### src/rtl/lru_key_value_cache_top_defines.svh
// Assertion macros shared by the LRU key-value cache RTL.
// Uses the clock and reset names common to every module of the block.
`ifndef LRU_KEY_VALUE_CACHE_TOP_DEFINES_SVH
`define LRU_KEY_VALUE_CACHE_TOP_DEFINES_SVH

// Consequent must hold in the same cycle as the antecedent.
`define LKVC_ASSERT_SAME(lbl, ante, cons, msg) \
   lbl: assert property (@(posedge clock) disable iff (reset) (ante) |-> (cons)) \
      else $error(msg);

// Consequent must hold in the cycle after the antecedent.
`define LKVC_ASSERT_NEXT(lbl, ante, cons, msg) \
   lbl: assert property (@(posedge clock) disable iff (reset) (ante) |=> (cons)) \
      else $error(msg);

`endif

### src/rtl/lkvc_pkg.sv
// Package for the LRU key-value cache: field widths, codes, FSM and command types.
// No dependencies; imported by every other file of the block except the assertion macro header.
`default_nettype none

package lkvc_pkg;

   // payload widths
   localparam int KEY_W  = 31;
   localparam int VAL_W  = 32;
   localparam int CAP_W  = 5;
   localparam int ADDR_W = 3;
   localparam int DATA_W = 32;

   // capacity register reset value
   localparam logic [CAP_W-1:0] CAP_RESET = 5'd16;

   // register indexes
   localparam logic [ADDR_W-3:0] REG_CAPACITY = 1'b0;

   // opcodes
   localparam logic OP_GET = 1'b0;
   localparam logic OP_SET = 1'b1;

   // controller states
   typedef enum logic [1:0] {
      ST_IDLE,
      ST_MATCH,
      ST_SELECT,
      ST_COMMIT
   } state_type;

   // how the chosen entry is updated
   typedef enum logic [1:0] {
      MODE_HIT,
      MODE_FILL,
      MODE_REPLACE
   } mode_type;

   // controller to datapath commands
   typedef struct packed {
      logic load;
      logic match;
      logic select;
      logic commit;
   } cmd_type;

endpackage

`default_nettype wire

### src/rtl/lkvc_channels.sv
// Handshake channel interfaces for request and response transfers.
// Depends on lkvc_pkg for payload widths.
`default_nettype none

interface lkvc_req_if;
   import lkvc_pkg::*;
   logic                    valid;
   logic                    ready;
   logic                    opcode;
   logic [KEY_W-1:0]        key;
   logic signed [VAL_W-1:0] value_in;

   modport source (output valid, output opcode, output key, output value_in, input ready);
   modport sink   (input valid, input opcode, input key, input value_in, output ready);
endinterface

interface lkvc_rsp_if;
   import lkvc_pkg::*;
   logic                    valid;
   logic                    ready;
   logic                    hit;
   logic signed [VAL_W-1:0] value_out;

   modport source (output valid, output hit, output value_out, input ready);
   modport sink   (input valid, input hit, input value_out, output ready);
endinterface

`default_nettype wire

### src/rtl/lkvc_csr.sv
// APB-style register port holding the capacity register.
// Depends on lkvc_pkg.
`default_nettype none

module lkvc_csr (
   input  wire logic                        clock,
   input  wire logic                        reset,
   input  wire logic                        csr_psel,
   input  wire logic                        csr_penable,
   input  wire logic                        csr_pwrite,
   input  wire logic [lkvc_pkg::ADDR_W-1:0] csr_paddr,
   input  wire logic [lkvc_pkg::DATA_W-1:0] csr_pwdata,
   output logic      [lkvc_pkg::DATA_W-1:0] csr_prdata,
   output logic                             csr_pready,
   output logic      [lkvc_pkg::CAP_W-1:0]  capacity
);
   import lkvc_pkg::*;

   logic [CAP_W-1:0]  capacity_ff;
   logic [CAP_W-1:0]  capacity_in;
   logic [ADDR_W-3:0] reg_index;
   logic              wr_en;

   assign reg_index  = csr_paddr[ADDR_W-1:2];
   assign csr_pready = 1'b1;
   assign wr_en      = csr_psel & csr_penable & csr_pwrite & csr_pready;

   // register write, other indexes ignored
   always_comb begin
      capacity_in = capacity_ff;
      if (wr_en && reg_index == REG_CAPACITY) begin
         capacity_in = csr_pwdata[CAP_W-1:0];
      end
   end

   always_ff @(posedge clock) begin
      if (reset) begin
         capacity_ff <= CAP_RESET;
      end else begin
         capacity_ff <= capacity_in;
      end
   end

   // read-back
   always_comb begin
      csr_prdata = '0;
      if (reg_index == REG_CAPACITY) begin
         csr_prdata = DATA_W'(capacity_ff);
      end
   end

   assign capacity = capacity_ff;

endmodule

`default_nettype wire

### src/rtl/lkvc_ctrl.sv
// Controller FSM: sequences accept, match, select and commit for each request.
// Depends on lkvc_pkg and the assertion macro header.
`default_nettype none
`include "lru_key_value_cache_top_defines.svh"

module lkvc_ctrl (
   input  wire logic              clock,
   input  wire logic              reset,
   input  wire logic              req_valid,
   output logic                   req_ready,
   output logic                   rsp_valid,
   input  wire logic              rsp_ready,
   output lkvc_pkg::cmd_type      cmd
);
   import lkvc_pkg::*;

   state_type state_ff;
   state_type state_in;
   logic      rsp_valid_ff;
   logic      rsp_valid_in;

   // next state and commands
   always_comb begin
      state_in = state_ff;
      cmd      = '0;
      case (state_ff)
         ST_IDLE: begin
            if (req_valid) begin
               cmd.load = 1'b1;
               state_in = ST_MATCH;
            end
         end
         ST_MATCH: begin
            cmd.match = 1'b1;
            state_in  = ST_SELECT;
         end
         ST_SELECT: begin
            cmd.select = 1'b1;
            state_in   = ST_COMMIT;
         end
         ST_COMMIT: begin
            // wait for the output register to be free
            if (!rsp_valid_ff || rsp_ready) begin
               cmd.commit = 1'b1;
               state_in   = ST_IDLE;
            end
         end
         default: begin
            state_in = ST_IDLE;
         end
      endcase
   end

   assign req_ready = (state_ff == ST_IDLE);

   // output valid flag
   always_comb begin
      rsp_valid_in = rsp_valid_ff;
      if (cmd.commit) begin
         rsp_valid_in = 1'b1;
      end else if (rsp_ready) begin
         rsp_valid_in = 1'b0;
      end
   end

   always_ff @(posedge clock) begin
      if (reset) begin
         state_ff     <= ST_IDLE;
         rsp_valid_ff <= 1'b0;
      end else begin
         state_ff     <= state_in;
         rsp_valid_ff <= rsp_valid_in;
      end
   end

   assign rsp_valid = rsp_valid_ff;

   `LKVC_ASSERT_NEXT(a_accept_starts_match, req_valid && req_ready, state_ff == ST_MATCH, "accepted request did not start lookup")
   `LKVC_ASSERT_NEXT(a_commit_shows_result, cmd.commit, rsp_valid_ff, "committed result not presented")

endmodule

`default_nettype wire

### src/rtl/lkvc_dpath.sv
// Datapath: entry storage, associative key match, LRU age ranks, output register.
// Depends on lkvc_pkg and the assertion macro header.
`default_nettype none
`include "lru_key_value_cache_top_defines.svh"

module lkvc_dpath #(
   parameter int NUM_SLOTS = 16
) (
   input  wire logic                              clock,
   input  wire logic                              reset,
   input  wire lkvc_pkg::cmd_type                 cmd,
   input  wire logic [lkvc_pkg::CAP_W-1:0]        capacity,
   input  wire logic                              req_opcode,
   input  wire logic [lkvc_pkg::KEY_W-1:0]        req_key,
   input  wire logic signed [lkvc_pkg::VAL_W-1:0] req_value_in,
   output logic                                   rsp_hit,
   output logic signed [lkvc_pkg::VAL_W-1:0]      rsp_value_out
);
   import lkvc_pkg::*;

   localparam int SLOT_W = (NUM_SLOTS > 1) ? $clog2(NUM_SLOTS) : 1;
   localparam int CNT_W  = $clog2(NUM_SLOTS + 1);

   // request hold registers
   logic                    op_ff;
   logic [KEY_W-1:0]        key_ff;
   logic signed [VAL_W-1:0] val_ff;

   // entry storage
   logic [KEY_W-1:0]  entry_key_ff   [NUM_SLOTS];
   logic [VAL_W-1:0]  entry_value_ff [NUM_SLOTS];
   logic [SLOT_W-1:0] rank_ff        [NUM_SLOTS];
   logic [SLOT_W-1:0] rank_in        [NUM_SLOTS];
   logic [CNT_W-1:0]  fill_count_ff;
   logic [CNT_W-1:0]  fill_count_in;

   // pipeline of the lookup
   logic [NUM_SLOTS-1:0] match_ff;
   logic [NUM_SLOTS-1:0] match_in;
   logic [NUM_SLOTS-1:0] oldest_vec;
   logic                 found_ff;
   logic [SLOT_W-1:0]    slot_ff;
   logic [SLOT_W-1:0]    slot_in;
   mode_type             mode_ff;
   mode_type             mode_in;
   logic [CNT_W-1:0]     rank_ref_ff;
   logic [CNT_W-1:0]     rank_ref_in;
   logic [SLOT_W-1:0]    hit_slot;
   logic [SLOT_W-1:0]    oldest_slot;
   logic [CAP_W-1:0]     eff_cap;
   logic                 full;
   logic                 touch;

   // output register
   logic                    rsp_hit_ff;
   logic signed [VAL_W-1:0] rsp_value_ff;
   logic signed [VAL_W-1:0] rsp_value_in;

   // capture the request
   always_ff @(posedge clock) begin
      if (cmd.load) begin
         op_ff  <= req_opcode;
         key_ff <= req_key;
         val_ff <= req_value_in;
      end
   end

   // associative compare against filled entries
   always_comb begin
      for (int i = 0; i < NUM_SLOTS; i++) begin
         match_in[i] = (entry_key_ff[i] == key_ff) && (CNT_W'(i) < fill_count_ff);
      end
   end

   always_ff @(posedge clock) begin
      if (cmd.match) begin
         match_ff <= match_in;
      end
   end

   // lowest matching slot, and the entry with the oldest rank
   always_comb begin
      hit_slot    = '0;
      oldest_slot = '0;
      for (int i = NUM_SLOTS - 1; i >= 0; i--) begin
         oldest_vec[i] = (CNT_W'(i) < fill_count_ff) &&
                         (CNT_W'(rank_ff[i]) == fill_count_ff - 1'b1);
         if (match_ff[i]) begin
            hit_slot = SLOT_W'(i);
         end
         if (oldest_vec[i]) begin
            oldest_slot = SLOT_W'(i);
         end
      end
   end

   // effective capacity, clamped to one and to the slot count
   always_comb begin
      eff_cap = capacity;
      if (capacity == '0) begin
         eff_cap = CAP_W'(1);
      end else if (capacity > CAP_W'(NUM_SLOTS)) begin
         eff_cap = CAP_W'(NUM_SLOTS);
      end
   end

   assign full = CAP_W'(fill_count_ff) >= eff_cap;

   // choose slot, update mode and the rank threshold for aging
   always_comb begin
      if (|match_ff) begin
         mode_in     = MODE_HIT;
         slot_in     = hit_slot;
         rank_ref_in = CNT_W'(rank_ff[hit_slot]);
      end else if (!full) begin
         mode_in     = MODE_FILL;
         slot_in     = fill_count_ff[SLOT_W-1:0];
         rank_ref_in = fill_count_ff;
      end else begin
         mode_in     = MODE_REPLACE;
         slot_in     = oldest_slot;
         rank_ref_in = fill_count_ff - 1'b1;
      end
   end

   always_ff @(posedge clock) begin
      if (cmd.select) begin
         found_ff    <= |match_ff;
         slot_ff     <= slot_in;
         mode_ff     <= mode_in;
         rank_ref_ff <= rank_ref_in;
      end
   end

   // a get hit or any set makes the slot most recent
   assign touch = cmd.commit && (found_ff || op_ff == OP_SET);

   always_comb begin
      for (int i = 0; i < NUM_SLOTS; i++) begin
         rank_in[i] = rank_ff[i];
         if (touch) begin
            if (SLOT_W'(i) == slot_ff) begin
               rank_in[i] = '0;
            end else if (CNT_W'(i) < fill_count_ff &&
                         CNT_W'(rank_ff[i]) < rank_ref_ff) begin
               rank_in[i] = rank_ff[i] + 1'b1;
            end
         end
      end
   end

   always_comb begin
      fill_count_in = fill_count_ff;
      if (cmd.commit && op_ff == OP_SET && mode_ff == MODE_FILL) begin
         fill_count_in = fill_count_ff + 1'b1;
      end
   end

   always_ff @(posedge clock) begin
      if (reset) begin
         fill_count_ff <= '0;
         for (int i = 0; i < NUM_SLOTS; i++) begin
            rank_ff[i] <= '0;
         end
      end else begin
         fill_count_ff <= fill_count_in;
         for (int i = 0; i < NUM_SLOTS; i++) begin
            rank_ff[i] <= rank_in[i];
         end
      end
   end

   // entry write on set
   always_ff @(posedge clock) begin
      if (cmd.commit && op_ff == OP_SET) begin
         entry_key_ff[slot_ff]   <= key_ff;
         entry_value_ff[slot_ff] <= val_ff;
      end
   end

   // result value
   always_comb begin
      if (op_ff == OP_SET) begin
         rsp_value_in = val_ff;
      end else if (found_ff) begin
         rsp_value_in = entry_value_ff[slot_ff];
      end else begin
         rsp_value_in = '1;
      end
   end

   always_ff @(posedge clock) begin
      if (cmd.commit) begin
         rsp_hit_ff   <= found_ff;
         rsp_value_ff <= rsp_value_in;
      end
   end

   assign rsp_hit       = rsp_hit_ff;
   assign rsp_value_out = rsp_value_ff;

   `LKVC_ASSERT_SAME(a_fill_bound, 1'b1, fill_count_ff <= CNT_W'(NUM_SLOTS), "fill count above slot count")
   `LKVC_ASSERT_SAME(a_oldest_unique, fill_count_ff != '0, $onehot(oldest_vec), "age ranks not a permutation")
   `LKVC_ASSERT_NEXT(a_fill_grows, touch && mode_ff == MODE_FILL, fill_count_ff == CNT_W'($past(fill_count_ff) + 1'b1), "fill did not grow the store")

endmodule

`default_nettype wire

### src/rtl/lru_key_value_cache_top.sv
// An accepted request passes through key match, slot select and commit, then its result is
// registered in the output register. A new request is taken only once the previous one has
// committed, set by the serial match/select/commit sequence; commit waits on a held result.
// A new request is taken while the previous result still waits in the output register.
// Reset: store empty, all age ranks zero, capacity 16; no clearing pass, ready right away.
// Depends on lkvc_pkg, lkvc_channels, lkvc_csr, lkvc_ctrl and lkvc_dpath.
`default_nettype none

module lru_key_value_cache_top #(
   parameter int MAX_ENTRIES = 16
) (
   input  wire logic                        clock,
   input  wire logic                        reset,
   lkvc_req_if.sink                         req_if,
   lkvc_rsp_if.source                       rsp_if,
   input  wire logic                        csr_psel,
   input  wire logic                        csr_penable,
   input  wire logic                        csr_pwrite,
   input  wire logic [lkvc_pkg::ADDR_W-1:0] csr_paddr,
   input  wire logic [lkvc_pkg::DATA_W-1:0] csr_pwdata,
   output logic      [lkvc_pkg::DATA_W-1:0] csr_prdata,
   output logic                             csr_pready
);
   import lkvc_pkg::*;

   // capacity never exceeds 31, so slots beyond that are never used
   localparam int NUM_SLOTS = (MAX_ENTRIES < 31) ? MAX_ENTRIES : 31;

   cmd_type                 cmd;
   logic [CAP_W-1:0]        capacity;
   logic                    req_ready;
   logic                    rsp_valid;
   logic                    rsp_hit;
   logic signed [VAL_W-1:0] rsp_value_out;

   lkvc_csr u_csr (
      .clock       (clock),
      .reset       (reset),
      .csr_psel    (csr_psel),
      .csr_penable (csr_penable),
      .csr_pwrite  (csr_pwrite),
      .csr_paddr   (csr_paddr),
      .csr_pwdata  (csr_pwdata),
      .csr_prdata  (csr_prdata),
      .csr_pready  (csr_pready),
      .capacity    (capacity)
   );

   lkvc_ctrl u_ctrl (
      .clock     (clock),
      .reset     (reset),
      .req_valid (req_if.valid),
      .req_ready (req_ready),
      .rsp_valid (rsp_valid),
      .rsp_ready (rsp_if.ready),
      .cmd       (cmd)
   );

   lkvc_dpath #(
      .NUM_SLOTS (NUM_SLOTS)
   ) u_dpath (
      .clock         (clock),
      .reset         (reset),
      .cmd           (cmd),
      .capacity      (capacity),
      .req_opcode    (req_if.opcode),
      .req_key       (req_if.key),
      .req_value_in  (req_if.value_in),
      .rsp_hit       (rsp_hit),
      .rsp_value_out (rsp_value_out)
   );

   // channel hookup
   assign req_if.ready     = req_ready;
   assign rsp_if.valid     = rsp_valid;
   assign rsp_if.hit       = rsp_hit;
   assign rsp_if.value_out = rsp_value_out;

endmodule

`default_nettype wire
### src/flat_wrapper.sv
// flat-port wrapper written by rule: the top's interface ports become plain ports
module lru_key_value_cache_top_flat import lkvc_pkg::*;
#(
   parameter int MAX_ENTRIES = 16
)
  (clock, reset, csr_psel, csr_penable, csr_pwrite, csr_paddr, csr_pwdata, csr_prdata, csr_pready, req_if_valid, req_if_opcode, req_if_key, req_if_value_in, req_if_ready, rsp_if_valid, rsp_if_hit, rsp_if_value_out, rsp_if_ready);
  lkvc_req_if req_if_i ();
  lkvc_rsp_if rsp_if_i ();
  input  wire logic clock;
  input  wire logic reset;
  input  wire logic csr_psel;
  input  wire logic csr_penable;
  input  wire logic csr_pwrite;
  input  wire logic [lkvc_pkg::ADDR_W-1:0] csr_paddr;
  input  wire logic [lkvc_pkg::DATA_W-1:0] csr_pwdata;
  output logic      [lkvc_pkg::DATA_W-1:0] csr_prdata;
  output logic csr_pready;
  input wire logic [$bits(req_if_i.valid)-1:0] req_if_valid;
  input wire logic [$bits(req_if_i.opcode)-1:0] req_if_opcode;
  input wire logic [$bits(req_if_i.key)-1:0] req_if_key;
  input wire logic [$bits(req_if_i.value_in)-1:0] req_if_value_in;
  output wire logic [$bits(req_if_i.ready)-1:0] req_if_ready;
  output wire logic [$bits(rsp_if_i.valid)-1:0] rsp_if_valid;
  output wire logic [$bits(rsp_if_i.hit)-1:0] rsp_if_hit;
  output wire logic [$bits(rsp_if_i.value_out)-1:0] rsp_if_value_out;
  input wire logic [$bits(rsp_if_i.ready)-1:0] rsp_if_ready;
  assign req_if_i.valid = req_if_valid;
  assign req_if_i.opcode = req_if_opcode;
  assign req_if_i.key = req_if_key;
  assign req_if_i.value_in = req_if_value_in;
  assign req_if_ready = req_if_i.ready;
  assign rsp_if_valid = rsp_if_i.valid;
  assign rsp_if_hit = rsp_if_i.hit;
  assign rsp_if_value_out = rsp_if_i.value_out;
  assign rsp_if_i.ready = rsp_if_ready;
  lru_key_value_cache_top #(.MAX_ENTRIES(MAX_ENTRIES)) u_core (.clock(clock), .reset(reset), .req_if(req_if_i), .rsp_if(rsp_if_i), .csr_psel(csr_psel), .csr_penable(csr_penable), .csr_pwrite(csr_pwrite), .csr_paddr(csr_paddr), .csr_pwdata(csr_pwdata), .csr_prdata(csr_prdata), .csr_pready(csr_pready));
endmodule
### config.mk
export PLATFORM = sky130hd
export DESIGN_NAME = lru_key_value_cache_top_flat
export DESIGN_NICKNAME = d
export VERILOG_FILES = /design/src/rtl/lkvc_pkg.sv /design/src/rtl/lkvc_channels.sv /design/src/rtl/lkvc_csr.sv /design/src/rtl/lkvc_ctrl.sv /design/src/rtl/lkvc_dpath.sv /design/src/rtl/lru_key_value_cache_top.sv /design/src/flat_wrapper.sv
export VERILOG_INCLUDE_DIRS = /design/src /design/src/rtl
export SDC_FILE = /design/constraint.sdc
export NUM_CORES = 2
export LEC_CHECK = 0
export ABC_AREA = 1
export BUFFER_PORTS_ARGS = -buffer_cell sky130_fd_sc_hd__buf_2
export CAP_MARGIN = 15
export CORE_AREA = 8 8 383 292
export DETAILED_ROUTE_END_ITERATION = 10
export DIE_AREA = 0 0 391 300
export GPL_TIMING_DRIVEN = 0
export PLACE_DENSITY = 0.69
export REMOVE_ABC_BUFFERS = 1
export SLEW_MARGIN = 20
export SYNTH_ARGS = -nofsm -noshare
export SYNTH_HDL_FRONTEND = slang
export SYNTH_SLANG_ARGS = --single-unit
### constraint.sdc
create_clock -name clock -period 12.4 [get_ports clock]
set_clock_uncertainty 0.1 [all_clocks]
set_input_delay 0.62 -clock clock [delete_from_list [all_inputs] [get_ports clock]]
set_output_delay 0.62 -clock clock [all_outputs]
set_load 0.02 [all_outputs]
# Yosys cells after proc, flatten, opt, wreduce, memory -nomap -nowiden
# Memory sizes are Yosys's and may differ from the RTL's. A register that Yosys moved wholly into a read port is not among the register bits.
# Cells that the tools add are included.
dict set report word_totals {
  reg_bits 138
  ram_bits 1072
  input_bits 106
  wordCells 326
  n_memories 3
}
dict set report op_classes {
  n_addsub 18
  order_cmp 34
  eq_ne 53
  mux 123
  bitwise 19
  n_reduce_logical 61
}
# name depth width rd rd_ports_with_merged_regs write_ports line_no
set memory_table {}
lappend memory_table {u_core.u_dpath.entry_value_ff 16 32 1 1 1 lkvc_dpath.sv:31} ;# logic [VAL_W-1:0] entry_value_ff [NUM_SLOTS];
lappend memory_table {u_core.u_dpath.entry_key_ff 16 31 16 0 1 lkvc_dpath.sv:30} ;# logic [KEY_W-1:0] entry_key_ff [NUM_SLOTS];
lappend memory_table {u_core.u_dpath.rank_ff 16 4 17 0 16 lkvc_dpath.sv:32} ;# logic [SLOT_W-1:0] rank_ff [NUM_SLOTS];
# operator count
set op_table {}
lappend op_table {{equality test 31 bit} 16}
lappend op_table {{two-way mux 4 bit} 100}
lappend op_table {{equality test 4 x 5 -> 1 bit} 16}
lappend op_table {{< comparator 4 x 5 -> 1 bit} 16}
lappend op_table {{adder 4 x 1 -> 4 bit, second input constant} 16}
lappend op_table {{two-way mux 32 bit} 2}
lappend op_table {{logical AND 1 bit} 52}
lappend op_table {{< comparator 4 x 5 -> 1 bit, first input constant} 8}
lappend op_table {{equality test 4 bit, first input constant} 8}
lappend op_table {{< comparator 3 x 5 -> 1 bit, first input constant} 4}
lappend op_table {{two-way mux 5 bit} 4}
lappend op_table {{equality test 3 x 4 -> 1 bit, first input constant} 4}
lappend op_table {{bitwise OR 1 bit} 16}
lappend op_table {{OR reduction 16 bit} 1}
lappend op_table {{two-way mux 1 bit} 13}
lappend op_table {{< comparator 1 x 5 -> 1 bit, first input constant} 2}
lappend op_table {{< comparator 2 x 5 -> 1 bit, first input constant} 2}
lappend op_table {{equality test 2 x 4 -> 1 bit, first input constant} 2}
lappend op_table {{one-hot mux 2 bit (4 select lines)} 1}
lappend op_table {{two-way mux 2 bit} 3}
lappend op_table {{adder 5 x 1 -> 5 bit, second input constant} 1}
lappend op_table {{greater-or-equal comparator 5 bit} 1}
lappend op_table {{> comparator 5 bit, second input constant} 1}
lappend op_table {{logical NOT 5 bit} 1}
lappend op_table {{other kinds (13)} 18}

# Depth between registers and ports, before layout
dict set report logic_depth {
  word_depth 22
  mapped_depth 28
}

# Cells and area by module
# A second synthesis with hierarchy kept.
dict set report unflattened {
  cells_unflattened 4279
  area_unflattened_um2 52681.8
}
# mod n_inst cells_each area_per_inst_um2 seq_area_each_um2
set modules_own_cells {}
lappend modules_own_cells {lkvc_dpath 1 4172 51973.6 35484.0}
lappend modules_own_cells {lkvc_csr 1 76 491.7 100.1}
lappend modules_own_cells {lkvc_ctrl 1 31 216.5 60.1}

# Least setup slack after synthesis
# OpenSTA, ideal clock, no wires.
dict set report synth_timing {
  path_kind {input to register}
  startpoint {input rsp_if_ready}
  endpoint {memory u_core.u_dpath.entry_key_ff[9][0] (enable)}
  setup_time_ns 0.561
  arrival_time_ns 5.351
  slack_ns 6.387
  path_stages 6
  n_path_buf 0
  path_cell_list {inv_1 nand2_1 nand2_1 nor2_1 clkinv_1 nor3_1}
}
dict set report synth_via {
  elab_chain_cells 6
}
# item line_no
set synth_lines {}
lappend synth_lines {{from (decl)} flat_wrapper.sv:26} ;# input wire logic [$bits(rsp_if_i.ready)-1:0] rsp_if_ready;
lappend synth_lines {{logical OR 1 bit} lkvc_ctrl.sv:43} ;# if (!rsp_valid_ff || rsp_ready) begin
lappend synth_lines {{two-way mux 1 bit} lkvc_ctrl.sv:43}
lappend synth_lines {{two-way mux 1 bit} lkvc_ctrl.sv:26} ;# case (state_ff)
lappend synth_lines {{logical AND 1 bit} lkvc_dpath.sv:175} ;# if (cmd.commit && op_ff == OP_SET) begin
lappend synth_lines {{two-way mux 1 bit} lkvc_dpath.sv:175}
lappend synth_lines {{two-way mux 1 bit (implied by the code)} lkvc_dpath.sv:176} ;# entry_key_ff[slot_ff] <= key_ff;
lappend synth_lines {{to (decl)} lkvc_dpath.sv:30}
# Every way passes these cells.

==> results.toml <==
[synthesis]
synthSimpleGateAreaFrac_pct = 10.8
synth_cells = 4241
ys_warn_count = 0
synth_area_per_cell_um2 = 12.4
synth_adder_area_share_pct = 1.81
synth_area_mm2 = 0.0524
ys_seq_area_share_pct = 68.0
ys_seq_elements = 1214
synth_xor_area_share_pct = 6.30
synth_top_family_by_area = "simple AND/OR/NAND/NOR gates"
synth_flop_cell = "edfxtp_1"
synth_compound_area_share_pct = 9.18
ys_async_sr_fraction_pct = 0
synth-edff-count = 1133
synthMuxAreaShare_pct = 0
synth.distinct_cells = 53

[clock_tree]
cts_max_level = 3
clock_sinks = 1214
cts.clk_slew.worst_paths_ns = 0.07
cts_buffers = 107
clock_path_buffers = 3
post_cts_resized = 0
cts_setup_buffers = 0
root_buffer = "clkbuf_16"
ctsHoldBuffers = 60
worstSkewPairLatency_ns = 0.72
cts_tree = "done"

[pwr]
leakage_uw = 0.0203
p_seq_share_pct = 46.9
p_per_area_mw_per_mm2 = 179
pwr-share-clk_pct = 30.2
pwr-share-comb_pct = 22.9
p_sw_uw = 3420
ir_drop_v = 0.000213
intPower_uw = 7440
switching_share_pct = 31.5
fin_total_pwr_uw = 10900

[die]
io_pins = 174
fp-row-count = 104
core_area_mm2 = 0.106
chipWidth_um = 391
dieHeight_um = 300
fp.dieArea_mm2 = 0.117
start_util_pct = 49.5

[hold_path]
min_path_type = "input pin to flop"
holdPathStages = 1
holdCritStartpoint = "req_if_value_in[14]"
hold_path_end = "u_core.u_dpath.val_ff[14]$_DFFE_PP_"

[timing]
max_freq_ghz = 0.195
hold_violations = 0
finalCritPeriodShare_pct = 41.3
relSlewSlack_pct = 24.0
min_period_ns = 5.12
rsz0062_at_grt = "no"
holdWs_ns = 0.0393
drv_slew = 0
setup_viol = 0
tightest_slew_ns = 1.14

[placed_design]
port_buffers = 116
routabilityCongestion = 0.935
dpl.hpwl_mm = 89.1

[route]
postRouteAntennaNets = 0
drt_iter0_drc = 4653
firstDrtPassIters = 6
routed_wirelength_mm = 137
via_per_inst = 5.85
drc_errors = 0
wl_per_cell_um = 23.0
vias = 35000

[global_routing]
grt_pass1_vias = 33300
grt_pass1_wl_mm = 205
antenna_found_initial = 3
grt.overflow.total = 0
grt_max_degree = 135
grt.total_usage_pct = 22.7

[critical_path]
required_ns = 12.89
critPathKind = "flop to flop"
slowest_stage = "ha_1"
crit_path_frequent_cell = "nand2_1"
cp-start-kind = "flop"
cpPeakStageDelay_ns = 1.17
rrSetupSlack_ns = 7.28
cp-end-kind = "flop"
regToRegStartpoint = "u_core.u_dpath.fill_count_ff[0]$_SDFFE_PP0P_"
worstPathArrival_ns = 5.61
r2r_cells = 27
cp_num_buf_inv = 2
critPathLaunch = "u_core.u_dpath.fill_count_ff[0]$_SDFFE_PP0P_"
critPathTopFamily = "simple AND/OR/NAND/NOR gates"
path_max_fanout = 25

[outcome]
status = "complete, no violations"

[layout]
nets = 4643
area_delta_synth_final_pct = 15.8
final_core_util_pct = 57.3
drive_above_1_share_pct = 11.6
antennaDiodeCount = 0

[job]
maxCapViolCount = 0
-- registers in the layout, indices dropped and copies added (netlist names), named ones only --
name                           cells
u_core.u_dpath.mode_ff             2
u_core.u_ctrl.rsp_valid            1
u_core.u_dpath.entry_value_ff    512
u_core.u_ctrl.state_ff             2
u_core.u_dpath.rank_ref_ff         5
u_core.u_dpath.found_ff            1
u_core.u_dpath.op_ff               1
u_core.u_dpath.match_ff           16
u_core.u_csr.capacity              5
u_core.u_dpath.rank_ff            64
u_core.u_dpath.entry_key_ff      496
u_core.u_dpath.val_ff             32
u_core.u_dpath.rsp_value_out      32
u_core.u_dpath.rsp_hit             1
u_core.u_dpath.slot_ff             4
u_core.u_dpath.key_ff             31
u_core.u_dpath.fill_count_ff       5
-- synth_stat cells, types with 5 or more instances --
library cell	n	share of area [%]
nand3_1	178	1.7
inv_2	5	0.036
a22o_1	9	0.15
buf_4	31	0.44
xor2_1	52	0.87
a211oi_1	17	0.24
nor3_1	59	0.56
buf_2	20	0.19
clkbuf_1	154	1.1
edfxtp_1	1133	65
or2_2	62	0.74
nand3b_1	5	0.072
nor2_1	408	2.9
o211ai_1	24	0.34
nand4_1	90	1.1
buf_1	25	0.18
o21ai_0	407	3.9
or4_1	8	0.11
o22ai_1	52	0.62
a221oi_1	36	0.60
nor4_1	38	0.45
o221ai_1	100	1.7
inv_1	261	1.9
ha_1	76	1.8
a21oi_1	130	1.2
xnor2_1	325	5.4
nand2_1	399	2.9
dfxtp_1	81	3.1
o21ai_1	10	0.095
-- cell families (layout without fill, tap and decap cells) --
| logic type | after synthesis | after routing |
|---|---|---|
| compound gates | 805 | 805 |
| other cells | 2 | 28 |
| fa+ha+maj | 76 | 76 |
| buf+inv | 505 | 789 |
| simple gates | 1262 | 1262 |
| flops | 1214 | 1214 |
| xor+xnor | 377 | 377 |
-- power by group through the flow --
stage | Sequential [uW] | Combinational [uW] | Clock (uW)
after floorplan | 5260 | 1270 | 0
after global placement | 5570 | 1810 | 0
after detailed placement | 5170 | 2420 | 0
after CTS | 5080 | 2450 | 3320
after global routing | 5110 | 2690 | 3480
final | 5090 | 2490 | 3280
-- layout make-up --
| class | instances | area [um2] |
|---|---|---|
| fill | 8312 | 45200 |
| sequential | 1214 | 35700 |
| multi-input combinational | 2548 | 14900 |
| timing repair buffer | 319 | 3870 |
| clock buffer | 133 | 2810 |
| tap | 1431 | 1790 |
| inverter | 271 | 1040 |
| clock inverter | 66 | 601 |
-- cells in the final DEF, fill, tap and decap left out, types with 9 or more instances in the layout --
| master | n |
|---|---|
| xor2_1 | 52 |
| clkinv_2 | 32 |
| ha_1 | 76 |
| nor2_1 | 393 |
| dlygate4sd3_1 | 61 |
| buf_12 | 29 |
| clkbuf_1 | 24 |
| clkbuf_16 | 108 |
| buf_2 | 116 |
| inv_1 | 254 |
| or2_2 | 62 |
| a21oi_1 | 130 |
| buf_8 | 50 |
| o221ai_1 | 100 |
| buf_4 | 13 |
| dfxtp_1 | 76 |
| nand2_1 | 398 |
| clkinv_1 | 22 |
| nand4_1 | 90 |
| edfxtp_1 | 1133 |
| nor2_4 | 17 |
| o21ai_1 | 11 |
| a211oi_1 | 17 |
| o211ai_1 | 24 |
| a221oi_1 | 36 |
| buf_16 | 42 |
| conb_1 | 28 |
| o21ai_0 | 405 |
| nand3_1 | 178 |
| xnor2_1 | 325 |
| nor4_1 | 38 |
| nor3_1 | 57 |
| o22ai_1 | 52 |
| a22o_1 | 9 |
-- through the flow --
step / area [um2] / setup WS, ns / setup TNS, ns / std cells
2_1_floorplan: 51500 / 2.03 / 0 / 4033
3_3_place_gp: 53800 / -7.30 / -229.56 / 5580
3_5_place_dp: 56700 / 7.60 / 0 / 5722
4_1_cts: 60700 / 7.58 / 0 / 5981
5_1_grt: 60700 / 7.26 / 0 / 5982
6_report: 60700 / 7.28 / 0 / 5982
-- metal layers --
metal | global-route usage, % | part of all wire, % | vias up
met3 | 5.30 | 11 | 271
met2 | 33.3 | 43 | 1836
met5 | 0 | 0.020 | -
met1 | 34.1 | 44 | 17100
met4 | 5.99 | 2.5 | 4
li1 | - | - | 15800
-- worst max path at each step --
stage,end,depth (start not counted)
after floorplan,u_core.u_dpath.rsp_value_out[13]$_DFFE_PP_,7
after detailed placement,flop,27
after global routing,flop,27
final,flop,27
after global placement,u_core.u_dpath.rsp_value_out[7]$_DFFE_PP_,7
after CTS,flop,27
-- worst register-to-register path, stage by stage, from the launching register on --
cell and delay [ns]:
dfxtp_2 0.83, inv_2 0.44, ha_1 1.18, inv_1 0.68
nand2_1 0.18, nand2_1 0.06, nor2_1 0.09, nand2_1 0.05
nor2_1 0.10, nand3_1 0.10, nand2_1 0.07, nand2_1 0.04
nand2_1 0.05, nand2_1 0.05, nand2_1 0.06, nand2_1 0.05
nand2_1 0.08, nand2_1 0.06, nand2_1 0.06, nand2_1 0.05
nand2_1 0.10, nand2_1 0.07, nand2_1 0.07, nand2_1 0.05
nand2_1 0.10, nand2_1 0.07, nand3_1 0.06, nand2_1 0.08
Note: power is estimated with default switching activity, not from simulation.
